File: src/rtl/oav_pkg.sv
// Shared types and constants of the overlapping Allan variance core.
// No dependencies; oav_div, the core and the bench refer to it by scoped names.
`timescale 1ns / 1ps
package oav_pkg;

  localparam int MAX_SAMPLES = 4096;
  localparam int ADDR_W      = $clog2(MAX_SAMPLES);
  localparam int CNT_W       = ADDR_W + 1;
  localparam int MAX_TAU     = 16;
  localparam int MIN_SAMPLES = 4;

  // n / 3 as (n * RECIP3) >> RECIP3_SH, exact over the sample count range
  localparam int RECIP3    = 21846;
  localparam int RECIP3_SH = 16;
  localparam int MMAX_W    = CNT_W - 1;

  localparam int SUM_W      = 28;              // cluster sum
  localparam int SQ_W       = 2 * SUM_W;       // squared difference
  localparam int ACC_W      = SQ_W + CNT_W;    // sum of squares
  localparam int FRAC_W     = 16;
  localparam int DIVIDEND_W = ACC_W + FRAC_W;
  localparam int DIVISOR_W  = 2 * ADDR_W + ADDR_W + 1;

  localparam logic [1:0] KIND_POINT   = 2'd0;
  localparam logic [1:0] KIND_SUMMARY = 2'd1;
  localparam logic [1:0] KIND_ERROR   = 2'd2;

  localparam logic CFG_TAU_LIMIT = 1'b0;
  localparam logic CFG_PERIOD    = 1'b1;

  typedef struct packed {
    logic signed [15:0] sample;
    logic               last_sample;
  } in_item_t;

  typedef struct packed {
    logic [1:0]  kind;
    logic [11:0] cluster_size;
    logic [47:0] tau;
    logic [63:0] variance;
    logic [31:0] deviation;
    logic        last_result;
  } out_item_t;

endpackage

File: src/rtl/oav_div.sv
// Restoring divider, one quotient bit per cycle, quotient saturates to 64 bits.
// Depends on oav_pkg for operand widths.
`timescale 1ns / 1ps
module oav_div (
  input  logic                             clk,
  input  logic                             rst_n,
  input  logic                             start,
  input  logic [oav_pkg::DIVIDEND_W-1:0]   dividend,
  input  logic [oav_pkg::DIVISOR_W-1:0]    divisor,
  output logic                             done,
  output logic [63:0]                      quotient
);

  localparam int STEP_W = $clog2(oav_pkg::DIVIDEND_W + 1);

  logic                            busy_r;
  logic                            done_r;
  logic [STEP_W-1:0]               cnt_r;
  logic [oav_pkg::DIVISOR_W-1:0]   d_r;
  logic [oav_pkg::DIVISOR_W-1:0]   rem_r;
  logic [oav_pkg::DIVIDEND_W-1:0]  quo_r;
  logic [oav_pkg::DIVISOR_W:0]     shifted;
  logic                            qbit;

  assign shifted = {rem_r, quo_r[oav_pkg::DIVIDEND_W-1]};
  assign qbit    = shifted >= {1'b0, d_r};

  always_ff @(posedge clk) begin
    if (!rst_n) begin
      busy_r <= 1'b0;
      done_r <= 1'b0;
      cnt_r  <= '0;
    end else begin
      done_r <= 1'b0;
      if (start) begin
        busy_r <= 1'b1;
        cnt_r  <= '0;
        d_r    <= divisor;
        rem_r  <= '0;
        quo_r  <= dividend;
      end else if (busy_r) begin
        rem_r <= qbit ? oav_pkg::DIVISOR_W'(shifted - {1'b0, d_r})
                      : oav_pkg::DIVISOR_W'(shifted);
        quo_r <= {quo_r[oav_pkg::DIVIDEND_W-2:0], qbit};
        cnt_r <= cnt_r + 1'b1;
        if (cnt_r == STEP_W'(oav_pkg::DIVIDEND_W - 1)) begin
          busy_r <= 1'b0;
          done_r <= 1'b1;
        end
      end
    end
  end

  assign done     = done_r;
  assign quotient = (|quo_r[oav_pkg::DIVIDEND_W-1:64]) ? '1 : quo_r[63:0];

endmodule

File: config.mk
export PLATFORM = sky130hd
export DESIGN_NAME = oav_div
export DESIGN_NICKNAME = d
export VERILOG_FILES = /design/src/rtl/oav_pkg.sv /design/src/rtl/oav_div.sv
export SDC_FILE = /design/constraint.sdc
export NUM_CORES = 1
export LEC_CHECK = 0
export BUFFER_PORTS_ARGS = -buffer_cell sky130_fd_sc_hd__buf_2
export CORE_ASPECT_RATIO = 1.75
export CORE_MARGIN = 4
export CORE_UTILIZATION = 60
export DETAILED_ROUTE_END_ITERATION = 7
export PLACE_DENSITY = 0.86
export SETUP_SLACK_MARGIN = 0.5
export SYNTH_ARGS = -nofsm -noshare
export SYNTH_HDL_FRONTEND = slang
export SYNTH_SLANG_ARGS = --single-unit
export TNS_END_PERCENT = 10
File: constraint.sdc
create_clock -name clk -period 6.5 [get_ports clk]
set_input_delay 0.325 -clock clk [delete_from_list [all_inputs] [get_ports clk]]
set_output_delay 0.325 -clock clk [all_outputs]
set_load 0.01 [all_outputs]
== Yosys cells after proc, flatten, opt, wreduce, memory -nomap -nowiden ==
Cells that the tools add are included.

* Register bits after elaboration: 168
* Latch bits: 0
* RAM bits: 0
* ROM bits: 0
* Input port bits: 125
* Memories: 0

* $add $sub $neg: 2
* $mul: 0
* Divide/modulo/power cells: 0
* $lt $le $gt $ge: 1
* Equality and inequality tests: 1
* Shift-type cells: 0
* Mux-type cells: 9
* Bitwise operators: 2
* Reductions and logical operators: 6

{| class="wikitable"
|+ Operators by type and width
! cell !! number
|-
| 85-bit 2-to-1 mux || 2
|-
| 37-bit 2-to-1 mux || 2
|-
| 64-bit 2-to-1 mux || 1
|-
| 38-bit by 37-bit greater-or-equal comparator with 1-bit output || 1
|-
| 37-bit subtractor || 1
|-
| 21-bit OR reduction || 1
|-
| 7-bit by 1-bit adder with 7-bit output, second input constant || 1
|-
| 7-bit equality test, second input constant || 1
|-
| 1-bit 2-to-1 mux || 4
|-
| 2-bit AND reduction || 2
|-
| 3-bit OR reduction || 1
|-
| 1-bit inverter || 2
|-
| 2-bit nonzero test || 1
|-
| 2-bit OR reduction || 1
|}

== Logic depth before layout (Yosys ltp) ==
* Depth after elaboration: 4
* Depth in mapped cells: 15
* Depth with buffers taken out: 13

== Least setup slack after synthesis ==
Ideal clock, no wire load.

* Kind: input to register
* Start point: in start
* End point: reg quo_r[0] in the netlist's numbering, enable pin
* Arrival: 3,681 ps
* Slack: 2,327 ps
* Stages on the path: 3
* Path through: clkbuf_1 -> clkbuf_1 -> o21a_1

* Word-level cells in the longest chain between the ends: 2

{| class="wikitable"
|+ RTL lines
! item !! line !! source
|-
| start: declaration || oav_div.sv:7 || <nowiki>input logic start,</nowiki>
|-
| 2-bit nonzero test (no source line) || n/a ||
|-
| 2-bit AND reduction (no source line) || n/a ||
|-
| end signal: assignment || oav_div.sv:40 || <nowiki>quo_r <= dividend;</nowiki>
|-
| end signal: assignment || oav_div.sv:44 || <nowiki>quo_r <= {quo_r[oav_pkg::DIVIDEND_W-2:0], qbit};</nowiki>
|-
| end: declaration || oav_div.sv:21 || <nowiki>logic [oav_pkg::DIVIDEND_W-1:0] quo_r;</nowiki>
|}

Every way passes these cells.
A chain may end at the register's enable or synchronous reset.

== Worst setup path in the final report ==
* Start point: reg quo_r[84] in the netlist's numbering
* End point: reg rem_r[33] in the netlist's numbering, data pin

* Word-level cells in the longest chain between the ends: 3
* Elaborated cells between the ends (all ways): 4
* Classes of those cells: add/sub (1); order compare (1); mux (2)

{| class="wikitable"
|+ RTL lines
! item !! line !! source
|-
| 37-bit subtractor / 38-bit by 37-bit greater-or-equal comparator with 1-bit output (equally long branches) || oav_div.sv:42, oav_div.sv:26 ||
|-
| 37-bit 2-to-1 mux (*) || oav_div.sv:42 || <nowiki>rem_r <= qbit ? oav_pkg::DIVISOR_W'(shifted - {1'b0, d_r})</nowiki>
|-
| 37-bit 2-to-1 mux (*) || oav_div.sv:41 || <nowiki>end else if (busy_r) begin</nowiki>
|-
| end signal: assignment || oav_div.sv:42 ||
|-
| end: declaration || oav_div.sv:20 || <nowiki>logic [oav_pkg::DIVISOR_W-1:0] rem_r;</nowiki>
|}

Mark *: on every way between the ends. The rest lies on a longest branch, timed or not. The select of a mux whose other input is x is not followed.

==> metrics.md <==
| Metric | Value |
|---|---|
| Setup Skew | `about 0.013 ns` |
| Net Count, Synth | `966` |
| Synth async-reset ratio | `0%` |
| CTS Buf Count | `17` |
| Global-route wire length before repair | `36.29 mm` |
| Post-CTS Setup Inserts | `0` |
| Worst-case clock buffer depth | `2` |
| Hold Path Class | `input pin to flip-flop` |
| Final setup vio count | `0` |
| Post-route minimum period | `between 3 and 4 ns` |
| Cts repair resizes | `0` |
| Fin. max-slew vios | `0` |
| Pwr Density | `approximately 260 nW/um2` |
| Setup TNS | `0 ns` |
| DP Wirelength | `15.68 mm` |
| Chip height | `around 170 um` |
| Arrival @ worst endpoint | `4.01 ns` |
| Commonest non-fill, non-tap cell in the layout | `buf_2` |
| Drt drc | `0` |
| CP Max Fanout | `28` |
| Final Instance Area | `11,100 um2` |
| Largest net degree at the start of global routing | `slightly below 90` |
| Tot GR Track Use | `approximately a quarter` |
| Vias per inst | `roughly 6` |
| Critical path data required time | `6.76 ns` |
| Status | `completed` |
| TritonCTS clock tree | `yes` |
| Max-slew headroom | `27.76%` |
| Area Overhead vs Synth | `17.64%` |
| Final worst-path setup slack | `between 2 and 3 ns` |
| Startpoint Class | `flip-flop` |
| Static Leakage | `~4.4 nW` |
| Starting Density | `61.31%` |
| Post-synth EDFFs | `159` |
| Vias in the first global route | `around 7,500` |
| Synth unique cells | `62` |
| Worst-Skew Late Latency | `roughly 0.44 ns` |
| Place WS | `2.729 ns` |
| Iteration-0 DRC Markers | `about 400` |
| DR WL/cell | `18.66 um` |
| Seq/Total Area, Yosys | `a little over half` |
| # rows | `60` |
| Core footprint | `15,390 um2` |
| Synthesized instance count | `between 800 and 900` |
| Final clock period utilization by the worst path | `between 50% and 60%` |
| CTS Sinks | `roughly 170` |
| Most frequent cells in the layout | `buf_2 (188), edfxtp_1 (159), mux2_2 (86)` |
| RSZ-0062 raised after global routing | `false` |
| Max VDD drop | `roughly 190 uV` |
| Total Die Area | `approximately 18,000 um2` |
| Initial antenna violation count | `2` |
| DR vias | `just under 7,000` |
| Die width | `around 100 um` |
| Fmax | `around 0.27 GHz` |
| Final WL | `22.10 mm` |
| Most used DFF post-synth | `edfxtp_1` |
| Max_cap viols | `0` |
| Drt pass-1 iters | `5` |
| Max H-tree Level | `4` |
| Syn Std Cell Area | `9435 um2` |
| CTS root buffer | `clkbuf_16` |
| Final ANT Viol Nets | `0` |
| Mean Syn Cell Area | `around 12 um2` |
| Post-layout net count | `~1,100` |
| Reg clk slew, reported paths | `around 0.08 ns` |
| Port bufs | `189` |
| Critical Path Sink Type | `flip-flop` |
| Yosys warnings | `0` |
| Total placed instance area | `roughly 11,000 um2` |
| I/O pins | `190` |
| GRT overflow | `0` |
| Share of cells above drive strength 1 | `32.53%` |
| Actual slew at the worst max-slew pin | `~1.1 ns` |
| Hold-fix buffers at CTS | `0` |
| Endpoints failing hold | `0` |
| Placer congestion estimate | `about 0.9` |
| Number of synthesized register bits | `168` |
| Setup CP Type | `flip-flop to flip-flop` |
-- cells in the mapped netlist (3+ instances only) --
| cell | count | area (um2) |
|---|---|---|
| o21ai_0 | 26 | 130.1 |
| ha_1 | 39 | 488.0 |
| nor2_1 | 60 | 225.2 |
| a21oi_1 | 44 | 220.2 |
| o21a_1 | 6 | 45.04 |
| o211ai_1 | 3 | 22.52 |
| nor4_1 | 5 | 31.28 |
| and3_1 | 6 | 37.54 |
| a211oi_1 | 8 | 60.06 |
| or2_1 | 3 | 18.77 |
| o21bai_1 | 3 | 22.52 |
| mux2_2 | 86 | 968.4 |
| nand4_1 | 10 | 62.56 |
| clkbuf_1 | 23 | 86.33 |
| xnor2_1 | 21 | 183.9 |
| inv_1 | 57 | 214.0 |
| mux2i_1 | 30 | 300.3 |
| a21boi_0 | 7 | 52.55 |
| o21ai_1 | 3 | 15.01 |
| nand2b_1 | 65 | 406.6 |
| nand3_1 | 10 | 50.05 |
| a21o_1 | 13 | 97.59 |
| nor2b_1 | 4 | 25.02 |
| or3_1 | 4 | 25.02 |
| dfxtp_1 | 9 | 180.2 |
| edfxtp_1 | 159 | 4775 |
| nor3_1 | 7 | 35.03 |
| nand2_1 | 31 | 116.4 |
| and2_1 | 3 | 18.77 |
| a211oi_2 | 3 | 37.54 |
| xor2_1 | 13 | 113.9 |
-- sequential cells by signal (all words and copies together) (netlist names) --
signal	cells
quo_r	85
busy_r	1
rem_r	37
cnt_r	7
d_r	37
done	1
-- power breakdown --
group / switching [mW] / total (mW) / internal [mW]
registers: 0.0396 / 1.33 / 1.29
clock network: 0.484 / 0.998 / 0.514
logic: 0.339 / 0.612 / 0.273
-- path summary, 6_finish.rpt --
path / start / end / slack, ns / depth (start not counted)
worst min-delay path: divisor[34] / d_r[34] / 0.06 / 1
worst max-delay path: quo_r[84] / rem_r[33] / 2.75 / 14
worst min register to register: cnt_r[6] / cnt_r[6] / 0.53 / 2
worst max register to register: quo_r[84] / rem_r[33] / 2.75 / 14
-- cells by family after synthesis --
logic type | count (synthesis) | share of synthesized area (%)
AND/OR/NAND/NOR | 220 | 12.21
AO/OA/AOI/OAI | 135 | 9.349
adder cells (fa/ha/maj) | 40 | 5.384
multiplexers | 116 | 13.45
flip-flops | 168 | 52.51
XOR/XNOR | 34 | 3.156
buffers and inverters | 88 | 3.938
-- worst max-delay path, stage by stage (launching register included) --
cell and delay [ns]:
edfxtp_1 0.44, inv_1 0.09, ha_1 0.16, inv_1 0.05, fa_1 0.40, a21oi_1 0.25, o211ai_1 0.13, a211oi_1 0.33
nor2_1 0.13, a21oi_2 0.26, o31ai_2 0.10, a41o_2 0.48, buf_4 0.35, or2_1 0.26, a21oi_1 0.14
-- stage by stage --
step	std cells	utilization, %	hold WS, ns	total power [mW]
after global routing	1184	72.12	0.05380	3.069
after detailed placement	1150	68.31	0.5022	1.954
final	1184	72.12	0.06291	2.941
after global placement	1150	68.31	0.4895	1.934
after floorplan	801	-	0.4239	1.811
after CTS	1182	72.09	0.05582	2.947
-- cell type report --
class                      instances  area (um2)
sequential                       168        4955
fill                            1024        4290
multi-input combinational        545        4125
timing repair buffer             194       985.9
clock buffer                      18       429.2
tap                              186       232.7
inverter                          57       214.0
clock inverter                    14       152.6
antenna                            2       5.005
-- routing by layer --
layer	vias up	global-route usage (%)	part of all wire [%]
met5	-	0	0
met4	0	10.59	3.2
met3	60	7.550	7.8
met2	254	44.23	53
met1	3332	29.23	36
li1	3276	-	-
Power figures use the tool's default switching activity.
