### src/rtl/oav_sqrt.sv
// Iterative integer square root of a 64-bit radicand, one result bit per cycle.
// No package dependencies.
`timescale 1ns / 1ps
module oav_sqrt (
  input  logic        clk,
  input  logic        rst_n,
  input  logic        start,
  input  logic [63:0] radicand,
  output logic        done,
  output logic [31:0] root
);

  logic        busy_r;
  logic        done_r;
  logic [4:0]  cnt_r;
  logic [63:0] x_r;
  logic [63:0] res_r;
  logic [63:0] bit_r;
  logic [63:0] trial;

  assign trial = res_r + bit_r;

  always_ff @(posedge clk) begin
    if (!rst_n) begin
      busy_r <= 1'b0;
      done_r <= 1'b0;
      cnt_r  <= '0;
    end else begin
      done_r <= 1'b0;
      if (start) begin
        busy_r <= 1'b1;
        cnt_r  <= '0;
        x_r    <= radicand;
        res_r  <= '0;
        bit_r  <= 64'd1 << 62;
      end else if (busy_r) begin
        if (x_r >= trial) begin
          x_r   <= x_r - trial;
          res_r <= (res_r >> 1) + bit_r;
        end else begin
          res_r <= res_r >> 1;
        end
        bit_r <= bit_r >> 2;
        cnt_r <= cnt_r + 1'b1;
        if (cnt_r == 5'd31) begin
          busy_r <= 1'b0;
          done_r <= 1'b1;
        end
      end
    end
  end

  assign done = done_r;
  assign root = res_r[31:0];

endmodule

### config.mk
export PLATFORM = sky130hd
export DESIGN_NAME = oav_sqrt
export DESIGN_NICKNAME = d
export VERILOG_FILES = /design/src/rtl/oav_sqrt.sv
export SDC_FILE = /design/constraint.sdc
export NUM_CORES = 1
export LEC_CHECK = 0
export BUFFER_PORTS_ARGS = -buffer_cell sky130_fd_sc_hd__buf_2
export CELL_PAD_IN_SITES_DETAIL_PLACEMENT = 1
export CELL_PAD_IN_SITES_GLOBAL_PLACEMENT = 2
export CORE_MARGIN = 1
export CORE_UTILIZATION = 42
export CTS_BUF_LIST = sky130_fd_sc_hd__clkbuf_16
export CTS_CLUSTER_DIAMETER = 120
export DETAILED_ROUTE_END_ITERATION = 8
export PLACE_DENSITY_LB_ADDON = 0.1
export SYNTH_ARGS = -nofsm -noshare
export SYNTH_HDL_FRONTEND = slang
export SYNTH_SLANG_ARGS = --single-unit
### constraint.sdc
create_clock -name clk -period 22.5 [get_ports clk]
set_clock_uncertainty 0.05 [all_clocks]
set_input_delay 1.125 -clock clk [delete_from_list [all_inputs] [get_ports clk]]
set_output_delay 1.125 -clock clk [all_outputs]
set_load 0.02 [all_outputs]
# Word-level counts from Yosys, hierarchy flattened
# Index checks and enable logic that the tools add are counted.
# classes
bitwise,2
reduce_logical,6
n_eq_ne,1
magnitude_cmp,1
n_addsub,4
mux,10
# op_table
cell,n
two-way mux 64 bit,5
adder 63 x 63 -> 64 bit,1
adder 64 x 63 -> 64 bit,1
greater-or-equal comparator 64 bit,1
subtractor 64 bit,1
two-way mux 63 bit,1
"adder 5 x 1 -> 5 bit, second input constant",1
"equality test 5 bit, second input constant",1
two-way mux 1 bit,4
nonzero test 2 bit,2
AND reduction 3 bit,1
OR reduction 3 bit,1
NOT 1 bit,2
AND reduction 2 bit,1
OR reduction 2 bit,1
# totals
input_bits,67
ff_bits,167
wordCells,30

# Depth between registers and ports, before layout
# Gate-level depths: netlist of the first run.
# depth
word_depth,5
depth_mapped,26
mapped_depth_nobuf,25

# Worst setup path after synthesis of the first run
# No wires, ideal clock.
# synth_timing
kind,flip-flop to flip-flop
from,register res_r[2]
to,register x_r[0] (enable)
period_less_slack_ps,8539
n_path_buf,3
arrival_time_ps,7982
setup_slack_ps,13961
setup_ps,507
path_stages_with_launch,23
cell_sequence,edfxtp_1 > ha_1 > a31o_2 > a31oi_1 > o21ai_2 > a31oi_1 > o41a_1 > o21bai_2 > a21oi_2 > o211ai_2 > a31oi_1 > o311ai_2 > xnor2_1 > ha_1 > clkbuf_1 > nand4_1 > nor2_1 > nand3_1 > or4_1 > o31a_1 > buf_4 > buf_4 > a21oi_1
# synth_via
elab_chain_cells,4
# synth_rtl
element,line_no,source
"start, declared",17,logic [63:0] res_r;
"start signal, assigned",39,res_r <= (res_r >> 1) + bit_r;
"start signal, assigned",41,res_r <= res_r >> 1;
adder 64 x 63 -> 64 bit,21,assign trial = res_r + bit_r;
greater-or-equal comparator 64 bit,37,if (x_r >= trial) begin
nonzero test 2 bit (no source line),-,
AND reduction 3 bit (no source line),-,
"end signal, assigned",33,x_r <= radicand;
"end signal, assigned",38,x_r <= x_r - trial;
"end, declared",16,logic [63:0] x_r;
# Every way passes these cells.
# A chain may end at the register's enable or synchronous reset.

# Final worst setup path of the first run
# layout_timing
from,register res_r[2]
to,register x_r[55] (enable)
# Same word-level chain as after synthesis.

==> run summary, run 1 <==
Core Box Area - 0.03557 mm²
Switching Fraction - 0.4303
Iter 0 DRT Violations - 756
Vias in the first global route - 13034
# rows - 69
Power per cell area - 86.62 mW/mm²
Slew HR - 0.2309
Clock latency at the later pin of the worst-skew pair - 0.46 ns
Flops & latches, synth - 167
Fill cells - 4251
Largest stage delay, worst path - 0.73 ns
Hold_buf cts - 0
CTS resizes - 0
Clock root buffer master - clkbuf_16
Vias - 13256
Worst VDD drop - 0.05591 mV
Met3 wire len - 1948 µm
DRT Wirelength - 47190 µm
Post-synth ARST share - 0
Slowest-stage cell, CP - buf_4
Clock share of power - 0.216
GP Congestion - 0.8802
Worst Setup Start Kind - flip-flop
Worst Path Required - 22.53 ns
DP HPWL - 36370 µm
Clock Tree Buf Depth - 2
Nets - 1985
Cells after synthesis - 1754
Gate power share - 0.476
CTS tree - done
Die Footprint - 0.03685 mm²
Setup Buffers After CTS - 0
Pin count of the biggest net entering global routing - 77
Tcrit/Tclk final - 0.3185
Int Power - 809.9 µW
Avg WL per Cell - 20.88 µm
Pre-Repair DR Iteration Count - 5
GRT Total Usage - 0.2595
Register Area - 0.004945 mm²
Clock sink total - 167
Post-layout minimum cycle time - 7.166 ns
H-tree Lvls - 4
Drc violations - 0
Port bufs - 99
Worst min path class - reg2reg
Starting Density - 0.4261
Layout cells sized above 1 - 0.1073
Final Max Slew Viols - 0
Met1 Wirelength - 25000 µm
Final TNS setup - 0 ns
Die outline height - 192.0 µm
CP arrival - 7.19 ns
Total CTS buffers - 17
Mapped cell area - 0.01516 mm²
Crit path cell chain - ha_1, a31o_2, a31oi_1, o21ai_2, a31oi_1, o21bai_1, a31oi_1, o21a_1, nor2_1, nor2_1, o21ai_0, xnor2_1, ha_1, nand2_1, nor2_1, nand4_1, o41ai_1, a211oi_1, o31a_1, buf_4, a21oi_4, buf_4
IO Count - 100
Width of the die - 192.0 µm
Worst Tran Pin Value - 1.142 ns
Seq pwr share - 0.308
Post-Syn Area per Cell - 8.641 µm²
Finish-stage setup viols - 0
MaxCap Viol Count - 0
Vias/cell - 5.865
Wire length on met2 - 19830 µm
Crit end category - flip-flop
Outcome - complete, no violations
Final Hold Vio Count - 0
Unique masters post-synth - 75
Sequential fraction of the synthesis area - 0.3262
Top layer in use - met4
Area Overhead vs Synth - 8.280%
Top_reg_cell synth - edfxtp_1
Crit Path Class - reg2reg
First-pass GRT wire length - 73600 µm
Ys Warns - 0
Worst-path clk slew - 0.07 ns
Remaining global-route overflow - 0
Fmax - 0.1396 GHz
Final hold slack - 0.4643 ns
Routed Antenna Nets - 0
Switching power - 611.7 µW
Leakage - 6.292 nW
Initial antenna violation count - 1
Multi-input gate area - 0.009592 mm²
RSZ-0062 raised after global routing - no
Post-Syn Nets - 1954
CP Max Fanout - 64
Post-synth EDFFs - 160
==> power groups by stage <==
stage | clock network, mW | logic (mW) | registers [mW]
floorplan | 0 | 0.512 | 0.425
global placement | 0 | 0.658 | 0.442
detailed placement | 0 | 0.669 | 0.443
CTS | 0.315 | 0.674 | 0.437
global route | 0.323 | 0.750 | 0.442
finish | 0.306 | 0.677 | 0.438
==> layer usage <==
| metal | GRT usage | up-vias |
|---|---|---|
| met5 | 0 | - |
| met2 | 0.3792 | 228 |
| met4 | 0.04815 | 0 |
| met1 | 0.3973 | 6467 |
| met3 | 0.04403 | 28 |
| li1 | - | 6533 |
==> synth_stat cells, types with 4 or more instances <==
library cell / instances / share of area
or4_1: 4 / 0.0020
nor2b_1: 44 / 0.018
o211ai_1: 6 / 0.0030
o21a_1: 13 / 0.0064
a211oi_1: 36 / 0.018
a21oi_1: 120 / 0.040
nand3_1: 31 / 0.010
nand4_1: 36 / 0.015
a31o_2: 15 / 0.0087
nor3_1: 15 / 0.0050
xnor2_1: 78 / 0.045
buf_2: 11 / 0.0036
o21ba_2: 5 / 0.0033
o21ai_1: 7 / 0.0023
dfxtp_1: 7 / 0.0092
mux2_2: 4 / 0.0030
a31oi_1: 66 / 0.027
buf_4: 34 / 0.017
ha_1: 132 / 0.11
inv_1: 38 / 0.0094
a211oi_2: 5 / 0.0041
nand2b_1: 9 / 0.0037
o31ai_1: 8 / 0.0040
nor2_1: 128 / 0.032
clkbuf_1: 48 / 0.012
nor4_1: 4 / 0.0017
a21boi_0: 7 / 0.0035
o21bai_1: 37 / 0.018
and2_1: 8 / 0.0033
o21ai_0: 166 / 0.055
edfxtp_1: 160 / 0.32
nand2_1: 228 / 0.056
and4_1: 4 / 0.0023
xor2_1: 92 / 0.053
a21o_1: 49 / 0.024
or3_1: 22 / 0.0091
and3_1: 19 / 0.0078
==> per-stage QoR <==
stage | util | instances | power, mW | setup slack (ns) | area (µm²)
2_1_floorplan | - | 1754 | 0.9376 | 13.96 | 15160
3_3_place_gp | 0.4447 | 2227 | 1.100 | 15.36 | 15820
3_5_place_dp | 0.4447 | 2227 | 1.112 | 15.26 | 15820
4_1_cts | 0.4613 | 2259 | 1.426 | 15.24 | 16410
5_1_grt | 0.4613 | 2259 | 1.515 | 14.84 | 16410
6_report | 0.4614 | 2260 | 1.422 | 15.33 | 16410
==> cells in the final DEF, fill, tap and decap left out, types with 13 or more instances in the layout <==
cell type  netlist  routed
nand2_1        228     228
o21ai_0        166     166
edfxtp_1       160     160
ha_1           132     132
nor2_1         128     128
a21oi_1        120     119
buf_2           11      98
xor2_1          92      92
xnor2_1         78      78
a31oi_1         66      66
a21o_1          49      49
nor2b_1         44      44
inv_1           38      38
o21bai_1        37      37
nand4_1         36      36
a211oi_1        36      36
nand3_1         31      31
or3_1           22      22
and3_1          19      19
clkbuf_16        0      17
a31o_2          15      15
nor3_1          15      15
o21a_1          13      13
==> flip-flops by register name, summed over array words and instances (netlist names) <==
register and flops:
x_r 64, res_r 64, busy_r 1, bit_r 32, done 1, cnt_r 5
==> final cells by class <==
type | count | share of cell area
inverters | 39 | 0.009072
repair buffers | 106 | 0.03377
flip-flops and latches | 167 | 0.3013
multi-input cells | 1454 | 0.5844
well taps | 461 | 0.03515
clock buffers | 17 | 0.02592
diodes | 1 | 0.0001525
clock inverters | 15 | 0.01022
==> final timing paths <==
path | slack, ns | cells past startpoint | from | end
hold reg to reg | 0.46 | 2 | cnt_r[4] | cnt_r[4]
setup reg to reg | 15.33 | 22 | res_r[2] | x_r[55]
setup / recovery | 15.33 | 22 | res_r[2] | x_r[55]
hold / removal | 0.46 | 2 | cnt_r[4] | cnt_r[4]
==> worst max-delay path, delay by kind of cell (launching register included) <==
| kind | cells | cell delay (ns) |
|---|---|---|
| XOR/XNOR | 1 | 0.16 |
| flip-flops | 1 | 0.47 |
| AND/OR/NAND/NOR | 5 | 0.85 |
| AO/OA/AOI/OAI | 12 | 3.45 |
| buffers and inverters | 2 | 0.99 |
| adder cells (fa/ha/maj) | 2 | 0.78 |
==> logic make-up (layout without fill, tap and decap cells) <==
group                      after synthesis  count (layout)  share of synthesized area
AOI/OAI and AO/OA                      580             580                     0.2453
and+or+nand+nor                        565             565                     0.1734
xor gates and xnor gates               170             170                    0.09823
DFF                                    167             167                     0.3262
adders and majority gates              133             133                     0.1103
buffers and inverters                  133             177                    0.04226
muxes                                    6               6                   0.004292
other                                    0               1                          0
(Power assumes the default switching activity.)
==> inputs of run 2 (changes only) <==
--- a/config.mk
+++ b/config.mk
@@ -5,11 +5,12 @@
 export SDC_FILE = /design/constraint.sdc
 export NUM_CORES = 1
 export LEC_CHECK = 0
+export ABC_AREA = 1
 export BUFFER_PORTS_ARGS = -buffer_cell sky130_fd_sc_hd__buf_2
 export CELL_PAD_IN_SITES_DETAIL_PLACEMENT = 1
 export CELL_PAD_IN_SITES_GLOBAL_PLACEMENT = 2
 export CORE_MARGIN = 1
-export CORE_UTILIZATION = 42
+export CORE_UTILIZATION = 31
 export CTS_BUF_LIST = sky130_fd_sc_hd__clkbuf_16
 export CTS_CLUSTER_DIAMETER = 120
 export DETAILED_ROUTE_END_ITERATION = 8
==> constraint.sdc (replaced) <==
create_clock -name clk -period 6.3 [get_ports clk]
set_clock_uncertainty 0.05 [all_clocks]
set_input_delay 0.315 -clock clk [delete_from_list [all_inputs] [get_ports clk]]
set_output_delay 0.315 -clock clk [all_outputs]
set_load 0.02 [all_outputs]
==> run 2 against run 1 <==
  * Global-route usage rose by 1.7 points
  * Clock-buffer cell count did not move
  * Clock power rose to 3.8 times the previous value
  * Worst setup slack got worse by 14 ns
  * Wire length rose by 95%
  * Total power rose to 4.2 times the previous value
  * Via count rose by 68%
  * Register-to-register slack got worse by 14 ns
  * Sequential share of layout area fell by 8.1 points
  * Fmax rose by 32%
  * Hold slack got worse by 0.43 ns
  * Critical endpoint is now x_r[24]
  * Highest routed layer unchanged
==> run summary, run 2 <==
Pin count of the biggest net entering global routing - 67
Slew HR - 0.3713
IO Count - 100
Worst Path Required - 6.39 ns
Pre-CTS WS - 0.8818 ns
GP Congestion - 0.9498
Nets - 3773
Top-count cell post-synth - nand2_1
CP arrival - 5.52 ns
Top post-synthesis cells by count - nand2_1 (1434), inv_1 (565), nor2_1 (341), nand3_1 (209), edfxtp_1 (160)
Outcome - complete, no violations
Die Footprint - 0.06732 mm²
Switching Fraction - 0.4987
Post-synth top area share - 0.2619
Vias - 22323
Core Box Area - 0.06563 mm²
Worst min path class - in2reg
Area leader, netlist - nand2_1
Pre-Repair DR Iteration Count - 5
CTS resizes - 0
Unique masters post-synth - 44
Tcrit/Tclk final - 0.8630
Fmax - 0.1839 GHz
Clock share of power - 0.192
DP HPWL - 78790 µm
Top_reg_cell synth - edfxtp_1
CTS tree - done
Worst VDD drop - 0.2253 mV
Switching power - 3.011 mW
Final instance area - 0.02242 mm²
Power per cell area - 269.2 mW/mm²
Crit Path Class - reg2reg
Die outline height - 259.5 µm
Starting Density - 0.3131
Port bufs - 99
Leakage - 11.51 nW
Gate power share - 0.542
RSZ-0062 raised after global routing - no
Largest registers - res_r x64, x_r x64, bit_r x32
Initial antenna violation count - 0
Sequential fraction of the synthesis area - 0.2406
Clock sink total - 167
Post-synth ARST share - 0
Clock Tree Buf Depth - 2
Finish-stage setup viols - 0
Cell Area, Placed - 0.02181 mm²
Post-layout minimum cycle time - 5.437 ns
Worst Setup Start Kind - flip-flop
Post-synth EDFFs - 160
Setup Buffers After CTS - 0
Post-Syn Area per Cell - 5.845 µm²
GRT Total Usage - 0.2767
Hold_buf cts - 0
Remaining global-route overflow - 0
Commonest non-fill, non-tap cell in the layout - nand2_1
Total CTS buffers - 17
Post-Syn Nets - 3716
Crit end category - flip-flop
Area Overhead vs Synth - 9.121%
Overall power - 6.037 mW
Antenna diodes - 0
Routed Antenna Nets - 0
Final TNS setup - 0 ns
# rows - 94
Mapped cell area - 0.02055 mm²
H-tree Lvls - 4
DRT Wirelength - 92080 µm
Commonest cells after routing, fill and taps aside - nand2_1 (1434), inv_1 (564), nor2_1 (341)
Int Power - 3.026 mW
Vias/cell - 5.016
Ys Warns - 0
Slack of the critical path - 0.8632 ns
Vias in the first global route - 23651
Avg WL per Cell - 20.69 µm
Iter 0 DRT Violations - 1170
Flops & latches, synth - 167
Drc violations - 0
Width of the die - 259.5 µm
Worst Tran Pin Value - 0.9331 ns
CP Max Fanout - 37
Clock root buffer master - clkbuf_16
Cells after synthesis - 3516
Seq pwr share - 0.266
MaxCap Viol Count - 0
Largest cells by area after synthesis - nand2_1 (26%), edfxtp_1 (23%), inv_1 (10%)
Final Hold Vio Count - 0
Final Max Slew Viols - 0
Worst-path clk slew - 0.08 ns
Layout cells sized above 1 - 0.05410
Clock latency at the later pin of the worst-skew pair - 0.51 ns
First-pass GRT wire length - 138600 µm
[run 2: power groups by stage]
stage	sequential, mW	combinational, mW	clock [mW]
2_1_floorplan	1.53	2.26	0
3_3_place_gp	1.62	3.20	0
3_5_place_dp	1.62	3.26	0
4_1_cts	1.60	3.27	1.19
5_1_grt	1.62	3.67	1.22
6_report	1.60	3.27	1.16
[run 2: path summary, 6_finish.rpt]
| kind | from | end | slack, ns | cells past startpoint |
|---|---|---|---|---|
| min | radicand[59] | x_r[59] | 0.03 | 3 |
| max | res_r[26] | x_r[24] | 0.86 | 20 |
| min reg2reg | cnt_r[4] | cnt_r[4] | 0.43 | 2 |
| max reg2reg | res_r[26] | x_r[24] | 0.86 | 20 |
[run 2: critical path, stage by stage (launching register included)]
cell      delay, ns
edfxtp_1       0.57
ha_1           0.46
nand2_1        0.09
nor2_1         0.24
inv_1          0.15
o21ai_0        0.49
nor2_1         0.12
nand2_1        0.31
xnor2_1        0.14
ha_1           0.44
nand2_1        0.13
nor2_1         0.25
nand2_1        0.14
nor2_2         0.15
nand4_1        0.19
nand3_1        0.21
nand2_2        0.10
nand2_2        0.14
o21ai_0        0.11
inv_2          0.09
buf_4          0.44
[run 2: layout make-up]
class | count | area [µm²]
multi-input cells | 2701 | 13010
repair buffers | 113 | 628.1
flip-flops and latches | 167 | 4945
inverters | 573 | 2151
well taps | 864 | 1081
fillers | 8856 | 43200
clock inverters | 15 | 188.9
clock buffers | 17 | 425.4
[run 2: logic make-up after synthesis]
group	share of synthesized area
and+or+nand+nor	0.4243
buffers and inverters	0.1271
AOI/OAI and AO/OA	0.08281
DFF	0.2406
adders and majority gates	0.08134
xor gates and xnor gates	0.04390
[run 2: stage by stage]
stage,util,std cells,hold slack (ns)
after global routing,0.3417,4450,0.03112
after floorplan,-,3516,0.3639
final,0.3417,4450,0.03472
after detailed placement,0.3323,4418,0.4228
after CTS,0.3417,4450,0.004569
after global placement,0.3323,4418,0.4077
[run 2: per-layer routing]
metal,GRT usage,vias to the layer above,part of all wire
li1,-,11094,-
met1,0.3459,10717,0.45
met2,0.4851,368,0.48
met3,0.02119,144,0.021
met4,0.1198,0,0.043
met5,0,-,0
